## src/rtl/core/msbu_pkg.sv

```systemverilog
// Shared types, sizes and codes of the multi-stack shared buffer.
// Used by the controller, the datapath, the top level and the checker.
package msbu_pkg;

  localparam int NUM_STACKS = 4;
  localparam int NUM_SLOTS  = 64;
  localparam int SEL_W      = 2;
  localparam int DATA_W     = 32;
  localparam int SLOT_W     = $clog2(NUM_SLOTS);
  localparam int PTR_W      = $clog2(NUM_SLOTS + 1);

  typedef logic [PTR_W-1:0]  ptr_t;
  typedef logic [SLOT_W-1:0] slot_t;

  // The null link is the pointer value one past the last slot.
  localparam ptr_t NULL_PTR = PTR_W'(NUM_SLOTS);

  typedef enum logic {
    MODE_PUSH = 1'b0,
    MODE_POP  = 1'b1
  } mode_t;

  typedef enum logic [1:0] {
    ST_OK        = 2'd0,
    ST_OVERFLOW  = 2'd1,
    ST_UNDERFLOW = 2'd2
  } status_t;

  typedef enum logic {
    S_IDLE,
    S_EXEC
  } state_t;

  // Commands from the controller to the datapath.
  typedef struct packed {
    logic load;  // request accepted: capture it and read the memories
    logic exec;  // update pointers, write the memories, form the result
  } cmd_t;

  function automatic logic ptr_valid(ptr_t p);
    return p < NULL_PTR;
  endfunction

endpackage

```

## src/rtl/core/msbu_ctrl.sv

```systemverilog
// Controller of the multi-stack shared buffer: two-state sequencer.
// Depends on msbu_pkg for the state and command types.
module msbu_ctrl (
  input  logic           clk,
  input  logic           rst_n,
  input  logic           start,
  output logic           busy,
  output msbu_pkg::cmd_t cmd,
  output logic           out_valid
);
  import msbu_pkg::*;

  state_t state_r, state_nxt;
  logic   out_valid_r, out_valid_nxt;

  // Next state: a request moves to execute, execute always returns to idle.
  always_comb begin
    state_nxt = state_r;
    case (state_r)
      S_IDLE: begin
        if (start) state_nxt = S_EXEC;
      end
      S_EXEC: begin
        state_nxt = S_IDLE;
      end
      default: begin
        state_nxt = S_IDLE;
      end
    endcase
  end

  // Outputs decoded from the current state.
  always_comb begin
    busy     = 1'b0;
    cmd.load = 1'b0;
    cmd.exec = 1'b0;
    case (state_r)
      S_IDLE: begin
        cmd.load = start;
      end
      S_EXEC: begin
        busy     = 1'b1;
        cmd.exec = 1'b1;
      end
      default: begin
        busy = 1'b0;
      end
    endcase
  end

  // The result strobe is registered from the execute command, so it rises in the cycle after execute.
  assign out_valid_nxt = cmd.exec;

  always_ff @(posedge clk) begin
    if (!rst_n) begin
      state_r     <= S_IDLE;
      out_valid_r <= 1'b0;
    end else begin
      state_r     <= state_nxt;
      out_valid_r <= out_valid_nxt;
    end
  end

  assign out_valid = out_valid_r;

endmodule

```

## src/rtl/core/msbu_dpath.sv

```systemverilog
// Datapath of the multi-stack shared buffer: value and link memories,
// stack top pointers, free-list head and the result register.
// Depends on msbu_pkg; driven by commands from msbu_ctrl.
module msbu_dpath (
  input  logic                                clk,
  input  logic                                rst_n,
  input  msbu_pkg::cmd_t                      cmd,
  input  logic                                in_mode,
  input  logic [msbu_pkg::SEL_W-1:0]          in_stack_sel,
  input  logic signed [msbu_pkg::DATA_W-1:0]  in_push_value,
  output logic [1:0]                          out_status,
  output logic signed [msbu_pkg::DATA_W-1:0]  out_pop_value
);
  import msbu_pkg::*;

  // Captured request.
  logic                     mode_r;
  logic [SEL_W-1:0]         sel_r;
  logic signed [DATA_W-1:0] val_r;

  // Pointer state.
  ptr_t stack_top_r   [NUM_STACKS];
  ptr_t stack_top_nxt [NUM_STACKS];
  ptr_t free_head_r, free_head_nxt;

  // Memories; link entries not yet written read as their reset link.
  ptr_t                     link_mem [NUM_SLOTS];
  logic [DATA_W-1:0]        val_mem  [NUM_SLOTS];
  logic [NUM_SLOTS-1:0]     link_vld_r;
  ptr_t                     link_rd_r;
  logic [DATA_W-1:0]        val_rd_r;
  slot_t                    rd_addr_r;
  logic                     link_vld_rd_r;

  // Result register.
  status_t                  status_r, status_nxt;
  logic signed [DATA_W-1:0] pop_value_r, pop_value_nxt;

  // Read side, evaluated on the incoming request.
  logic  sel_in_ok;
  ptr_t  rd_ptr;
  slot_t rd_addr;

  // Execute side, evaluated on the captured request.
  logic  sel_ok;
  logic  is_pop;
  ptr_t  cur_top;
  ptr_t  op_ptr;
  logic  op_ok;
  slot_t op_slot;
  ptr_t  link_cur;
  ptr_t  link_wr;

  // Read address: top of the addressed stack for a pop, free head for a push.
  always_comb begin
    sel_in_ok = int'(in_stack_sel) < NUM_STACKS;
    if (in_mode == MODE_POP) begin
      rd_ptr = sel_in_ok ? stack_top_r[in_stack_sel] : NULL_PTR;
    end else begin
      rd_ptr = free_head_r;
    end
    rd_addr = rd_ptr[SLOT_W-1:0];
  end

  // Capture the request and read both memories at the same slot.
  always_ff @(posedge clk) begin
    if (cmd.load) begin
      mode_r        <= in_mode;
      sel_r         <= in_stack_sel;
      val_r         <= in_push_value;
      rd_addr_r     <= rd_addr;
      link_rd_r     <= link_mem[rd_addr];
      val_rd_r      <= val_mem[rd_addr];
      link_vld_rd_r <= link_vld_r[rd_addr];
    end
  end

  // Link as it stands in the store: slot i links i+1 until first written.
  assign link_cur = link_vld_rd_r ? link_rd_r : (PTR_W'(rd_addr_r) + PTR_W'(1));

  // Execute: decide the outcome and the new pointers.
  always_comb begin
    sel_ok  = int'(sel_r) < NUM_STACKS;
    is_pop  = (mode_r == MODE_POP);
    cur_top = sel_ok ? stack_top_r[sel_r] : NULL_PTR;
    op_ptr  = is_pop ? cur_top : free_head_r;
    op_ok   = sel_ok && ptr_valid(op_ptr);
    op_slot = op_ptr[SLOT_W-1:0];
    link_wr = is_pop ? free_head_r : cur_top;

    for (int i = 0; i < NUM_STACKS; i++) begin
      stack_top_nxt[i] = stack_top_r[i];
    end
    free_head_nxt = free_head_r;
    pop_value_nxt = '0;

    if (op_ok) begin
      status_nxt = ST_OK;
      if (is_pop) begin
        stack_top_nxt[sel_r] = link_cur;
        free_head_nxt        = op_ptr;
        pop_value_nxt        = val_rd_r;
      end else begin
        stack_top_nxt[sel_r] = op_ptr;
        free_head_nxt        = link_cur;
      end
    end else begin
      status_nxt = is_pop ? ST_UNDERFLOW : ST_OVERFLOW;
    end
  end

  // Pointer registers and link valid bits.
  always_ff @(posedge clk) begin
    if (!rst_n) begin
      for (int i = 0; i < NUM_STACKS; i++) begin
        stack_top_r[i] <= NULL_PTR;
      end
      free_head_r <= '0;
      link_vld_r  <= '0;
    end else if (cmd.exec) begin
      for (int i = 0; i < NUM_STACKS; i++) begin
        stack_top_r[i] <= stack_top_nxt[i];
      end
      free_head_r <= free_head_nxt;
      if (op_ok) link_vld_r[op_slot] <= 1'b1;
    end
  end

  // Memory writes: the link on every successful request, the value on a successful push.
  always_ff @(posedge clk) begin
    if (cmd.exec && op_ok) begin
      link_mem[op_slot] <= link_wr;
      if (!is_pop) val_mem[op_slot] <= val_r;
    end
  end

  // Result register, loaded at the end of the execute cycle.
  always_ff @(posedge clk) begin
    if (cmd.exec) begin
      status_r    <= status_nxt;
      pop_value_r <= pop_value_nxt;
    end
  end

  assign out_status    = status_r;
  assign out_pop_value = pop_value_r;

endmodule

```

## src/rtl/core/multi_stack_shared_buffer_unit.sv

```systemverilog
// Multi-stack shared buffer: four LIFO stacks of 32-bit values sharing 64
// slots, with free slots kept on a linked list. A request is taken when start
// is high and busy is low; busy then stays high for one cycle. A request has a
// load step, the registered read of the link memory, which must finish before
// the execute step can update the pointers. Every request gives exactly one
// result, shown for a single cycle with out_valid, which is registered from the
// execute step; the result is taken at the second edge after the request edge,
// and the receiver cannot stall it, so it must take it then.
// Status 0 is success, 1 is overflow on a push with no free slot and 2 is
// underflow on a pop from an empty stack; out_pop_value is zero unless a pop
// succeeded. No clearing pass is needed after reset.
// Depends on msbu_pkg, msbu_ctrl and msbu_dpath.
module multi_stack_shared_buffer_unit (
  input  logic                                clk,
  input  logic                                rst_n,
  input  logic                                start,
  output logic                                busy,
  input  logic                                in_mode,
  input  logic [msbu_pkg::SEL_W-1:0]          in_stack_sel,
  input  logic signed [msbu_pkg::DATA_W-1:0]  in_push_value,
  output logic                                out_valid,
  output logic [1:0]                          out_status,
  output logic signed [msbu_pkg::DATA_W-1:0]  out_pop_value
);
  import msbu_pkg::*;

  cmd_t cmd;

  // Sequencer.
  msbu_ctrl u_ctrl (
    .clk       (clk),
    .rst_n     (rst_n),
    .start     (start),
    .busy      (busy),
    .cmd       (cmd),
    .out_valid (out_valid)
  );

  // Storage and pointer logic.
  msbu_dpath u_dpath (
    .clk           (clk),
    .rst_n         (rst_n),
    .cmd           (cmd),
    .in_mode       (in_mode),
    .in_stack_sel  (in_stack_sel),
    .in_push_value (in_push_value),
    .out_status    (out_status),
    .out_pop_value (out_pop_value)
  );

endmodule

```

## config.mk

```make
export PLATFORM = sky130hd
export DESIGN_NAME = multi_stack_shared_buffer_unit
export DESIGN_NICKNAME = d
export VERILOG_FILES = /design/src/rtl/core/msbu_pkg.sv /design/src/rtl/core/msbu_ctrl.sv /design/src/rtl/core/msbu_dpath.sv /design/src/rtl/core/multi_stack_shared_buffer_unit.sv
export SDC_FILE = /design/constraint.sdc
export NUM_CORES = 2
export LEC_CHECK = 0
export CAP_MARGIN = 20
export CORE_ASPECT_RATIO = 0.6
export CORE_MARGIN = 3
export CORE_UTILIZATION = 40
export CTS_CLUSTER_SIZE = 40
export DETAILED_ROUTE_END_ITERATION = 8
export DONT_BUFFER_PORTS = 1
export PLACE_DENSITY_LB_ADDON = 0.15
export SLEW_MARGIN = 5
export SYNTH_ARGS = -nofsm -noshare
export SYNTH_HDL_FRONTEND = slang
export SYNTH_HIERARCHICAL = 1
export SYNTH_SLANG_ARGS = --single-unit
```

## constraint.sdc

```tcl
create_clock -name clk -period 14.09 [get_ports clk]
set_input_delay 4.227 -clock clk [delete_from_list [all_inputs] [get_ports clk]]
set_output_delay 4.227 -clock clk [all_outputs]
set_load 0.02 [all_outputs]
```

==> summary.md <==
| Metric | Value |
|---|---|
| First-pass GRT wire length | 465.4 mm |
| Number of input and output port buffers inserted | 0 |
| Cell type with the highest aggregate area in the netlist | sky130_fd_sc_hd__edfxtp_1 |
| Post-CTS Hold Buffers | 0 |
| Leakage dissipation | 36.56 nW |
| Number of optimization iterations in the first detailed-route pass | 6 |
| DR WL/cell | 33.51 um |
| Top area cells in the synthesized netlist | sky130_fd_sc_hd__edfxtp_1 (76%), sky130_fd_sc_hd__mux4_2 (7.0%), sky130_fd_sc_hd__nand2_1 (4.9%) |
| Violation count after the first detailed-route iteration | 9496 |
| Filler cells | 22220 |
| Initial antenna violation count | 37 |
| Unrepaired setup endpoints after global routing | no |
| Clock insertion delay at the later pin of the skew report | 0.92 ns |
| Data arrival time of the worst path | 8.92 ns |
| Shortest period the worst path allows | 8.287 ns |
| Cell variety after synth | 50 |
| Final total negative setup slack | 0 ns |
| Clock input transition at the sequential cells of the worst setup and hold paths | 0.07 ns |
| Share of cells above drive strength 1 | 14.52% |
| Met2 routed WL | 139.3 mm |
| GRT overflow | 0 |
| Clock tree from TritonCTS | done |
| Setup repair bufs after CTS | 0 |
| Overall power consumption | 16.94 mW |
| Biggest fanout along the worst timing path | 54 |
| Die X | 664.0 um |
| Filler-free cell count of the finished design | 10060 |
| Power Dens Cells | 145.5 mW/mm2 |
| Share of Yosys cell area claimed by the top area cell type | 76.27% |
| Number of synthesized register bits | 2714 |
| Clock Tree Root | sky130_fd_sc_hd__clkbuf_16 |
| Transition time at the pin with the least slew margin | 1.174 ns |
| Worst clock skew on the final layout | 0.07259 ns |
| Maximum clock frequency | 120.7 MHz |
| Leading post-synthesis cells by instance count | sky130_fd_sc_hd__edfxtp_1 (2639), sky130_fd_sc_hd__nand2_1 (1366), sky130_fd_sc_hd__nand3_1 (493) |
| Post-Route WL | 337.2 mm |
| Post-DR vias/cell | 5.995 |
| Critical Path Start Type | primary input |
| FP Rows | 144 |
| Final worst setup slack | 5.803 ns |
| Most used DFF post-synth | sky130_fd_sc_hd__edfxtp_1 |
| Leading cell type by number of instances after synthesis | sky130_fd_sc_hd__edfxtp_1 |
| DR vias | 60310 |
| Total met3 wirelength after detailed routing | 38.90 mm |
| Largest net degree at the start of global routing | 185 |
| Async S/R FF share, synth | 0% |
| Total core area | 0.2575 mm2 |
| Gate count after technology mapping | 6391 |
| Pre-CTS worst setup slack | 4.867 ns |
| Number of setup violations in the final report | 0 |
| Count of pins on the block boundary | 74 |
| Type of the worst min-delay path | flop to flop |
| Sequential-to-total area share from yosys stat | 77.71% |
| Category of the worst setup path capture point | flop |
| Mapped cell area | 0.1039 mm2 |
| Starting density of the core | 40.36% |
| Reported max-cap violation count | 0 |
| Critical path data required time | 14.73 ns |
| Final Max Tran Viols | 0 |
| Resize count post-CTS | 0 |
| Total area of multi-input combinational cells | 0.02208 mm2 |
| P&R area growth vs syn | 12.11% |
| H-tree levels | 4 |
| Total GRT Usage | 24.84% |
| Total Nets Final | 6462 |
| Via count of the first global-routing pass | 56440 |
| Cell count after placement | 9599 |
| Final weighted congestion of routability-driven global placement | 0.8177 |
| Post-DP HPWL | 173.7 mm |
| Number of buffers created by CTS | 248 |
| Maximum clock insertion buffer count | 4 |
| Status | finished, final reports clean |
| Vertical die dimension | 400.8 um |
| Number of sinks driven by the clock tree | 2714 |
| Highest ir drop seen on vdd | 0.1146 mV |
| Yosys synthesis warning count | 6 |
| # DRC | 0 |
| Final clock period utilization by the worst path | 58.81% |
| Post-synthesis area per instance | 16.26 um2 |
| Register Area | 0.08075 mm2 |
| Worst slack on hold paths | 0.4618 ns |
| Slew headroom | 21.76% |
| Startpoint-to-endpoint class of the critical path | primary input to flop |
| Count of nets left with antenna violations after detail routing | 0 |
| DR top layer | met5 |
| Synthesized netlist net count | 6430 |
| Number of synthesized flops with an enable pin | 2639 |
| Die outline area | 0.2661 mm2 |
| Detailed-routing wirelength on met1 | 152.3 mm |
| Hold Violations, Final | 0 |
[per-stage QoR]
stage / util [%] / area (um2)
global placement: 42.19 / 108600
finish: 45.24 / 116500
CTS: 45.20 / 116400
global route: 45.23 / 116500
floorplan: - / 103900
detailed placement: 42.22 / 108700
[layout make-up]
| cell class | count | area share, % |
|---|---|---|
| multi-input cells | 3260 | 18.95 |
| diodes | 10 | 0.02148 |
| clock buffers | 300 | 5.531 |
| clock inverters | 146 | 1.069 |
| well taps | 3431 | 3.685 |
| flip-flops and latches | 2714 | 69.32 |
| repair buffers | 189 | 1.379 |
| inverters | 10 | 0.04511 |
[kinds of logic after synthesis]
family / count (synthesis) / share of synthesized area (%)
compound gates: 621 / 3.839
xor+xnor: 4 / 0.03372
fa+ha+maj: 1 / 0.01204
buf+inv: 417 / 1.603
mux: 346 / 7.217
flops: 2714 / 77.71
simple gates: 2288 / 9.583
[state kept, by name (all words and copies together), names as in the netlist, named ones only]
register	cells
u_dpath/out_status	2
u_dpath/rd_addr_r	6
u_dpath/sel_r	2
u_dpath/link_vld_rd_r	1
u_dpath/stack_top_r	28
u_dpath/free_head_r	7
u_dpath/is_pop	1
u_dpath/out_pop_value	32
u_dpath/link_rd_r	7
u_dpath/val_mem	2048
u_dpath/val_r	32
u_dpath/link_mem	448
u_dpath/link_vld_r	64
u_dpath/val_rd_r	32
u_ctrl/out_valid	1
u_ctrl/state_r	1
[layout by cell type (no fill, tap or decap), types with 7 or more instances in the layout]
master	Yosys	final
sky130_fd_sc_hd__edfxtp_1	2639	2639
sky130_fd_sc_hd__nand2_1	1366	1358
sky130_fd_sc_hd__nand3_1	493	492
sky130_fd_sc_hd__mux4_2	322	322
sky130_fd_sc_hd__clkbuf_16	0	249
sky130_fd_sc_hd__a21oi_1	179	179
sky130_fd_sc_hd__buf_4	2	175
sky130_fd_sc_hd__a31oi_1	162	160
sky130_fd_sc_hd__nand4_1	156	156
sky130_fd_sc_hd__a22oi_1	156	156
sky130_fd_sc_hd__nor2_1	138	100
sky130_fd_sc_hd__dfxtp_1	75	74
sky130_fd_sc_hd__o21a_1	64	64
sky130_fd_sc_hd__clkinv_2	0	56
sky130_fd_sc_hd__clkinv_1	0	51
sky130_fd_sc_hd__clkbuf_1	292	49
sky130_fd_sc_hd__or4_1	40	40
sky130_fd_sc_hd__nor2_4	0	38
sky130_fd_sc_hd__and2_1	38	36
sky130_fd_sc_hd__nor3_2	0	30
sky130_fd_sc_hd__bufinv_16	0	20
sky130_fd_sc_hd__mux2i_1	19	18
sky130_fd_sc_hd__o21ai_0	19	18
sky130_fd_sc_hd__a211oi_1	17	17
sky130_fd_sc_hd__diode_2	0	10
sky130_fd_sc_hd__inv_1	9	8
sky130_fd_sc_hd__buf_12	0	8
sky130_fd_sc_hd__clkinv_4	0	7
[power by group]
group	total, mW	switching (mW)	internal (mW)
clock network	6.65	3.04	3.61
logic	1.30	0.935	0.365
registers	8.99	0.0603	8.93
[worst max-delay path: stages]
cell and delay [ns]:
sky130_fd_sc_hd__nand2b_1 0.24, sky130_fd_sc_hd__o221ai_4 0.22, sky130_fd_sc_hd__buf_4 0.74, sky130_fd_sc_hd__and2_4 0.72
sky130_fd_sc_hd__buf_4 0.74, sky130_fd_sc_hd__buf_4 0.84, sky130_fd_sc_hd__nand3_1 0.17, sky130_fd_sc_hd__nand4_1 0.14
sky130_fd_sc_hd__a21oi_1 0.19, sky130_fd_sc_hd__or4_1 0.53
[per-layer routing]
layer  global-route usage [%]  vias to the layer above
met4                    4.855                       10
met5                        0                        -
met2                    34.07                     3373
li1                         -                    24750
met3                    7.008                      386
met1                    39.19                    31800
[path summary, 6_finish.rpt]
path	startpoint	endpoint	slack, ns	cells past startpoint
max	in_stack_sel[1]	u_dpath/link_rd_r[3]$_DFFE_PP_	5.80	10
min	u_dpath/link_vld_r[61]$_SDFFE_PN0P_	u_dpath/link_vld_r[61]$_SDFFE_PN0P_	0.46	1
max reg2reg	flop	u_dpath/val_mem[44][24]$_DFFE_PP_	8.58	7
min reg2reg	u_dpath/link_vld_r[61]$_SDFFE_PN0P_	u_dpath/link_vld_r[61]$_SDFFE_PN0P_	0.46	1
Power figures use the tool's default switching activity.
